## config.mk

```make
export PLATFORM = sky130hd
export DESIGN_NAME = ird_step
export DESIGN_NICKNAME = d
export VERILOG_FILES = /design/src/hdl/int64_divide_remainder_defines.svh /design/src/hdl/ird_pkg.sv /design/src/hdl/ird_step.sv
export SDC_FILE = /design/constraint.sdc
export NUM_CORES = 1
export LEC_CHECK = 0
export BUFFER_PORTS_ARGS = -buffer_cell sky130_fd_sc_hd__buf_4
export CAP_MARGIN = 20
export CORE_ASPECT_RATIO = 1.75
export CORE_MARGIN = 10
export CORE_UTILIZATION = 49
export CTS_BUF_LIST = sky130_fd_sc_hd__clkbuf_4 sky130_fd_sc_hd__clkbuf_8
export CTS_CLUSTER_DIAMETER = 40
export DETAILED_ROUTE_END_ITERATION = 6
export PLACE_DENSITY = 0.83
export SKIP_CTS_REPAIR_TIMING = 1
export SLEW_MARGIN = 15
export SYNTH_ARGS = -nofsm -noshare
export SYNTH_HDL_FRONTEND = slang
export SYNTH_SLANG_ARGS = --single-unit
```

## constraint.sdc

```tcl
create_clock -name clk -period 4.1 [get_ports clk]
set_clock_uncertainty 0.1 [all_clocks]
set_input_delay 0.82 -clock clk [delete_from_list [all_inputs] [get_ports clk]]
set_output_delay 0.82 -clock clk [all_outputs]
set_load 0.02 [all_outputs]
```

## src/hdl/int64_divide_remainder_defines.svh

```systemverilog
// assertion macros shared by the divider rtl
`ifndef INT64_DIVIDE_REMAINDER_DEFINES_SVH
`define INT64_DIVIDE_REMAINDER_DEFINES_SVH

// same-cycle implication, sampled on clk, off while in reset
`define IRD_ASSERT_NOW(label, ante, cons) \
  label: assert property (@(posedge clk) disable iff (!rst_n) (ante) |-> (cons)) \
    else $error("divider check failed");

// next-cycle implication, sampled on clk, off while in reset
`define IRD_ASSERT_NEXT(label, ante, cons) \
  label: assert property (@(posedge clk) disable iff (!rst_n) (ante) |=> (cons)) \
    else $error("divider check failed");

`endif

```

## src/hdl/ird_pkg.sv

```systemverilog
// shared types and constants for the pipelined integer divider
package ird_pkg;

  localparam int FIELD_W = 64;

  typedef enum logic [1:0] {
    OP_DIVU = 2'd0,
    OP_REMU = 2'd1,
    OP_DIV  = 2'd2,
    OP_REM  = 2'd3
  } op_t;

  // per-beat control that rides along the pipeline with the data
  typedef struct packed {
    op_t  op;
    logic neg_q;
    logic neg_r;
    logic dzero;
  } ctl_t;

endpackage

```

## src/hdl/ird_step.sv

```systemverilog
// one restoring-division stage: produces one quotient bit per beat
module ird_step
  import ird_pkg::*;
#(
  parameter int W = 64
) (
  input  logic         clk,
  input  logic         rst_n,
  input  logic         valid_i,
  input  ctl_t         ctl_i,
  input  logic [W-1:0] rem_i,
  input  logic [W-1:0] nq_i,
  input  logic [W-1:0] dvs_i,
  output logic         valid_o,
  output ctl_t         ctl_o,
  output logic [W-1:0] rem_o,
  output logic [W-1:0] nq_o,
  output logic [W-1:0] dvs_o
);

  logic         valid_r;
  ctl_t         ctl_r;
  logic [W-1:0] rem_r, rem_nxt;
  logic [W-1:0] nq_r, nq_nxt;
  logic [W-1:0] dvs_r;
  logic [W:0]   rw;
  logic [W:0]   diff;
  logic         ge;

  // partial remainder gets the next dividend bit; quotient bit shifts in at the bottom
  always_comb begin
    rw      = {rem_i, nq_i[W-1]};
    diff    = rw - {1'b0, dvs_i};
    ge      = (rw >= {1'b0, dvs_i});
    rem_nxt = ge ? diff[W-1:0] : rw[W-1:0];
    nq_nxt  = {nq_i[W-2:0], ge};
  end

  always_ff @(posedge clk) begin
    if (!rst_n) begin
      valid_r <= 1'b0;
    end else begin
      valid_r <= valid_i;
    end
  end

  always_ff @(posedge clk) begin
    ctl_r <= ctl_i;
    rem_r <= rem_nxt;
    nq_r  <= nq_nxt;
    dvs_r <= dvs_i;
  end

  assign valid_o = valid_r;
  assign ctl_o   = ctl_r;
  assign rem_o   = rem_r;
  assign nq_o    = nq_r;
  assign dvs_o   = dvs_r;

endmodule

```

-- Word-level counts from Yosys, hierarchy flattened
Cells that the tools add are included.
- flip-flop bits (word level): 198
- input bits: 200
- word-level logic and storage cells: 11
- add/sub/neg operators: 1
- magnitude comparators: 1
- mux-type cells: 1
- operators by type and width (cell ; count):
    65-bit by 64-bit >= comparator with 1-bit output ; 1
    64-bit 2-to-1 mux ; 1
    64-bit subtractor ; 1

-- Depth between registers and ports, before layout
Gate-level depths: netlist of run 1.
- word-level depth: 2
- mapped depth: 15

-- Least setup slack after synthesis of run 1
Ideal clock, no wire load.
- path type: input to register
- start: input nq_i[63]
- end: register rem_r[62], in the netlist rem_o[62]
- arrival: 3.200 ns
- data required time: 3.877 ns
- setup slack: 0.678 ns
- stages: 13
- path buffers: 0
- cells stage by stage: inv_1 ha_1 fa_1 nand2b_1 a21oi_1 o21a_1 o21ai_1 a31oi_2 o2111a_1 nor3_4 a2111oi_1 o31a_1 o31ai_2
- word-level cells in the longest chain between the ends: 2
- RTL lines (what ; RTL line ; source):
    start, declared ; ird_step.sv:12 ; input logic [W-1:0] nq_i,
    64-bit subtractor or 65-bit by 64-bit >= comparator with 1-bit output (tied branches) ; ird_step.sv:33, ird_step.sv:34 ;
    64-bit 2-to-1 mux (*) ; ird_step.sv:35 ; rem_nxt = ge ? diff[W-1:0] : rw[W-1:0];
    net rem_nxt[62] ; ird_step.sv:23 ; logic [W-1:0] rem_r, rem_nxt;
    end signal, assigned ; ird_step.sv:49 ; rem_r <= rem_nxt;
    end, declared ; ird_step.sv:23 ;
The timed path passes the listed nets; every way through them passes the cells marked *.
A chain may end at the register's enable or synchronous reset.

-- Final worst setup path of run 1
- start: input nq_i[63]
- end: register rem_r[48], in the netlist rem_o[48]
Same word-level chain as after synthesis.

==> impl_metrics.json, run 1 <==
{
  "fin_nets": 1672,
  "cp_slowest_stage_delay_ns": 0.40,
  "grt_usage_pct": 27.35,
  "critPathKind": "in -> reg",
  "placed_cells": 1622,
  "wl_per_cell_um": 21.05,
  "io_pins": 398,
  "highest_layer": "met5",
  "dp_hpwl_um": 29140,
  "wl_um": 34800,
  "vdd_drop_max_mv": 0.2688,
  "grt_pass1_wl_um": 50830,
  "max_clock_freq_mhz": 285.7,
  "hold_viol": 0,
  "met1Wirelength_um": 11020,
  "synth_edf_count": 0,
  "p_int_mw": 3.659,
  "ys_warn_count": 0,
  "post-route-period-util_pct": 85.37,
  "cpMostUsedCell": "a21oi_1",
  "worst_ep_arrival_time_ns": 3.79,
  "fin_tns_setup_ns": 0,
  "cts_buffers": 17,
  "final_area_um2": 12720,
  "stdcell_count": 1653,
  "die_y_um": 198.8,
  "power_frac_clock_pct": 27.8,
  "clk_path_buf_depth": 2,
  "switchingPower_mw": 1.702,
  "path_cells": "buf_4 > inv_1 > ha_1 > fa_1 > nand2b_1 > a21oi_1 > o21a_1 > o211ai_1 > a21oi_1 > o21ai_0 > a21oi_1 > o21ai_0 > nor4b_1 > o41ai_2",
  "finalPower_mw": 5.361,
  "gr-total-overflow": 0,
  "path_clk_slew_ns": 0.11,
  "drtIter0Drc": 526,
  "synth_ff_type": "dfxtp_1",
  "io_buffers": 397,
  "rows": 65,
  "report.final.slew_viol_count": 0,
  "syn_nets": 1267,
  "finalWeightedCongestion": 1.021,
  "final_core_util_pct": 70.76,
  "ys_seq_area_share_pct": 44.27,
  "holdWs_ns": 0.3274,
  "final_cell_mix": "buf_4 (419), dfxtp_1 (198), a21oi_1 (106)",
  "relSlewSlack_pct": 67.25,
  "grt_start_max_net_pins": 30,
  "dr.pass1.iters": 5,
  "startpoint_type": "input port",
  "required_ns": 4.39,
  "ant_nets": 0,
  "setup_viol": 0,
  "worst_pin_slew_ns": 0.4862,
  "start_util_pct": 49.82,
  "met2_length_um": 18920,
  "fillers": 1415,
  "syn_avg_cell_area_um2": 8.936,
  "worstHoldStart": "dvs_i[53]",
  "cts_root_buf": "clkbuf_8",
  "fin_crit_ns": 3.500,
  "powerDensity_nw_per_um2": 421.6,
  "vias_per_cell": 5.445,
  "synth_seq_cells": 198,
  "setup.worst_path.end_class": "flip-flop",
  "syn2layout_area_growth_pct": 42.03,
  "grt_pass1_vias": 9204,
  "worstHoldEndpoint": "dvs_o[53]",
  "synthCells": 1002,
  "wl_met3_um": 3170,
  "die_w_um": 122.2,
  "leakagePower_nw": 6.312,
  "critPathMaxFanout": 4,
  "htree_levels": 4,
  "antenna_found_initial": 1,
  "syn_area_um2": 8954,
  "switching_share_pct": 31.75,
  "setup_slack_ns": 0.5997,
  "seqPwrFrac_pct": 40.9,
  "pre_cts_slack_ns": 0.2188,
  "die-area_um2": 24290,
  "n_antenna_cell": 0,
  "design.core.area_um2": 17970,
  "drv_cap": 0,
  "num_vias": 9000,
  "status": "finished, final reports clean",
  "async_flop_share_pct": 0,
  "rsz0062_at_grt": "false",
  "final_common_cell": "buf_4",
  "cts_tree": "yes",
  "drc": 0,
  "slowest_stage": "fa_1",
  "dpl-instance-area_um2": 12240,
  "drive_gt1_share_pct": 34.11,
  "p_comb_share_pct": 31.3,
  "cts_sinks": 198,
  "yosys.cell_types.count": 76,
  "holdPathStages": 1,
  "hold_path_class": "in -> reg"
}
power by group through the flow:
stage          Sequential [mW]  Combinational [mW]  Clock (mW)
2_1_floorplan             2.49               0.655           0
3_3_place_gp              2.23                1.64           0
6_report                  2.19                1.68        1.49
5_1_grt                   2.21                1.79        1.59
4_1_cts                   2.20                1.67        1.53
3_5_place_dp              2.24                1.66           0
layer usage:
layer / vias up / track usage [%]
met5: - / 0
met4: 2 / 14.94
met3: 103 / 8.601
met2: 486 / 52.04
met1: 4126 / 24.46
li1: 4283 / -
sequential cells by signal, summed over array words and instances (netlist names):
name     cells
rem_o       64
ctl_o        5
nq_o        64
valid_o      1
dvs_o       64
layout make-up:
cell class	instances	area, um^2	share of cell area (%)
Sequential cell	198	3964	31.17
Clock buffer	20	262.8	2.066
Clock inverter	11	219.0	1.722
Inverter	82	310.3	2.440
Multi-Input combinational cell	687	4483	35.25
Tap cell	234	292.8	2.302
Timing Repair Buffer	421	3186	25.05
worst max-delay path by stage:
stage             start  slack, ns  cells after the start   endpoint
2_1_floorplan  nq_i[63]       0.68                     13  rem_o[62]
3_3_place_gp   nq_i[63]       0.23                     14  rem_o[48]
3_5_place_dp   nq_i[63]       0.22                     14  rem_o[48]
4_1_cts        dvs_i[8]       0.73                     15  rem_o[49]
5_1_grt        nq_i[63]       0.43                     14  rem_o[48]
6_report       nq_i[63]       0.60                     14  rem_o[48]
synthesized netlist by cell type (all sizes together), types with 3 or more instances:
master | n | area (um^2)
o21bai | 8 | 60.06
a211oi | 10 | 85.08
dfxtp | 198 | 3964
nand2b | 10 | 70.06
nor4b | 3 | 26.28
clkbuf | 7 | 26.28
nand3 | 19 | 95.09
a21oi | 109 | 556.8
or2 | 5 | 31.28
nor4 | 6 | 37.54
and2 | 9 | 56.30
and3 | 11 | 68.82
xnor2 | 22 | 192.7
a2111oi | 4 | 42.54
o31ai | 12 | 100.1
inv | 82 | 310.3
nand2 | 91 | 341.6
nand4 | 15 | 100.1
a31o | 3 | 26.28
nor3 | 10 | 66.32
xor2 | 27 | 236.5
a21o | 32 | 240.2
nor2b | 6 | 37.54
o211ai | 10 | 80.07
ha | 64 | 800.8
o21ai | 52 | 264.0
o21a | 8 | 60.06
or3 | 4 | 25.02
a31oi | 6 | 43.79
buf | 28 | 170.2
nor2 | 94 | 360.3
o31a | 3 | 26.28
logic make-up after synthesis:
kind of cell,Yosys count,synth area share (%)
mux,2,0.2376
flops,198,44.27
xor+xnor,49,4.793
compound gates,280,20.42
buf+inv,117,5.660
simple gates,291,15.46
fa+ha+maj,65,9.167
worst max-delay path, delay by kind of cell:
family                   cells  cell delay [ns]
buffers and inverters        2             0.12
adder cells (fa/ha/maj)      2             0.61
AO/OA/AOI/OAI                8             1.85
AND/OR/NAND/NOR              2             0.40
(Power assumes the default switching activity.)
==> run 2, diff against run 1 <==
Settings changed: BUFFER_PORTS_ARGS -buffer_cell sky130_fd_sc_hd__buf_4 to default, CORE_AREA from default to 10 10 148 150, CORE_ASPECT_RATIO 1.75 to default, CORE_MARGIN 10 to default, CORE_UTILIZATION 49 to default, DIE_AREA from default to 0 0 158 160, DONT_BUFFER_PORTS from default to 1, PLACE_DENSITY 0.83 to default.
==> impl_metrics.json, run 2 (synthesis results as in run 1) <==
{
  "finalPower_mw": 4.673,
  "path_clk_slew_ns": 0.12,
  "hold_viol": 0,
  "grt_pass1_vias": 7131,
  "report.final.slew_viol_count": 0,
  "placed_cells": 1220,
  "cts_buffers": 17,
  "drc": 0,
  "wl_um": 28590,
  "final_cell_mix": "dfxtp_1 (198), a21oi_1 (106), nor2_1 (93)",
  "hold_path_class": "in -> reg",
  "dp_hpwl_um": 24190,
  "fillers": 1813,
  "die_y_um": 160,
  "die-area_um2": 25280,
  "setup.worst_path.end_class": "flip-flop",
  "relSlewSlack_pct": 57.49,
  "gr-total-overflow": 0,
  "syn2layout_area_growth_pct": 7.812,
  "fin_crit_ns": 3.472,
  "vdd_drop_max_mv": 0.2307,
  "required_ns": 4.38,
  "grt_start_max_net_pins": 35,
  "worst_ep_arrival_time_ns": 3.75,
  "cts_sinks": 198,
  "io_buffers": 0,
  "grt_pass1_wl_um": 42220,
  "finalWeightedCongestion": 0.8929,
  "fin_tns_setup_ns": 0,
  "grt_usage_pct": 21.75,
  "post-route-period-util_pct": 84.69,
  "start_util_pct": 46.93,
  "die_w_um": 158,
  "clk_path_buf_depth": 2,
  "powerDensity_nw_per_um2": 484.1,
  "drtIter0Drc": 300,
  "htree_levels": 4,
  "drv_cap": 0,
  "leakagePower_nw": 4.342,
  "max_clock_freq_mhz": 288.0,
  "antenna_found_initial": 2,
  "critPathKind": "in -> reg",
  "status": "finished, final reports clean",
  "final_common_cell": "dfxtp_1",
  "io_pins": 398,
  "startpoint_type": "input port",
  "setup_viol": 0,
  "rows": 51,
  "stdcell_count": 1253,
  "fin_nets": 1266,
  "cts_tree": "yes",
  "design.core.area_um2": 19080,
  "cts_root_buf": "clkbuf_8",
  "wl_per_cell_um": 22.82,
  "rsz0062_at_grt": "false",
  "worstHoldEndpoint": "dvs_o[47]",
  "ant_nets": 0,
  "num_vias": 7013,
  "worstHoldStart": "dvs_i[47]",
  "vias_per_cell": 5.597,
  "drive_gt1_share_pct": 7.791,
  "holdPathStages": 0,
  "dr.pass1.iters": 4,
  "critPathMaxFanout": 4,
  "worst_pin_slew_ns": 0.6310
}
## run 2: cell count changes in the layout (fill, tap and decap cells not counted), moves of 2 or more
cell / delta
inv_8: +2
clkbuf_4: -2
clkinv_8: +6
buf_4: -407
inv_12: +4
bufinv_16: -6
## run 2: worst max-delay path, stage by stage
cell and delay [ns]:
inv_1 0.02, ha_1 0.21, fa_1 0.39, nand2b_1 0.19
a21oi_1 0.17, o21a_1 0.20, o21ai_1 0.12, a31oi_2 0.27
o21ai_0 0.31, o31ai_1 0.58, a21oi_1 0.16, xor2_1 0.21
a21oi_1 0.09
## run 2: per-stage QoR
step | instance area (um^2) | hold slack, ns | setup WS [ns] | utilization (%)
final | 9653 | 0.2449 | 0.6277 | 50.59
after global routing | 9653 | 0.2072 | 0.3794 | 50.59
after CTS | 9651 | 0.2161 | 0.6881 | 50.58
after detailed placement | 9205 | 0.7478 | 0.1765 | 48.25
after global placement | 9205 | 0.7478 | 0.1719 | 48.25
after floorplan | 8954 | 0.7477 | 0.6777 | -
## run 2: cell type report
class	instances	area (um^2)	area share [%]
timing repair buffer	15	150.1	1.555
antenna	1	2.502	0.02592
multi-input combinational	687	4483	46.44
inverter	82	310.3	3.215
tap	238	297.8	3.085
clock inverter	15	211.5	2.191
clock buffer	17	234.0	2.424
sequential	198	3964	41.06
## run 2: how the worst max path moves through the flow
stage | to | startpoint | slack, ns | cells after the start
final | rem_o[42] | nq_i[63] | 0.63 | 13
after global routing | rem_o[42] | nq_i[63] | 0.38 | 13
after CTS | rem_o[42] | nq_i[63] | 0.69 | 13
after detailed placement | rem_o[48] | nq_i[63] | 0.18 | 13
after global placement | rem_o[42] | nq_i[63] | 0.17 | 13
after floorplan | rem_o[62] | nq_i[63] | 0.68 | 13
## run 2: layer usage
metal	global-route usage (%)	wire length, um	share of wire [%]
met1	21.45	9996	35
met2	40.35	15230	53
met3	8.783	2968	10
met4	6.487	398	1.4
met5	0	0	0
## run 2: report_power, final
| part | switching, mW | internal (mW) | total (mW) |
|---|---|---|---|
| Clock | 0.839 | 0.494 | 1.33 |
| Sequential | 0.371 | 2.13 | 2.50 |
| Combinational | 0.493 | 0.343 | 0.836 |
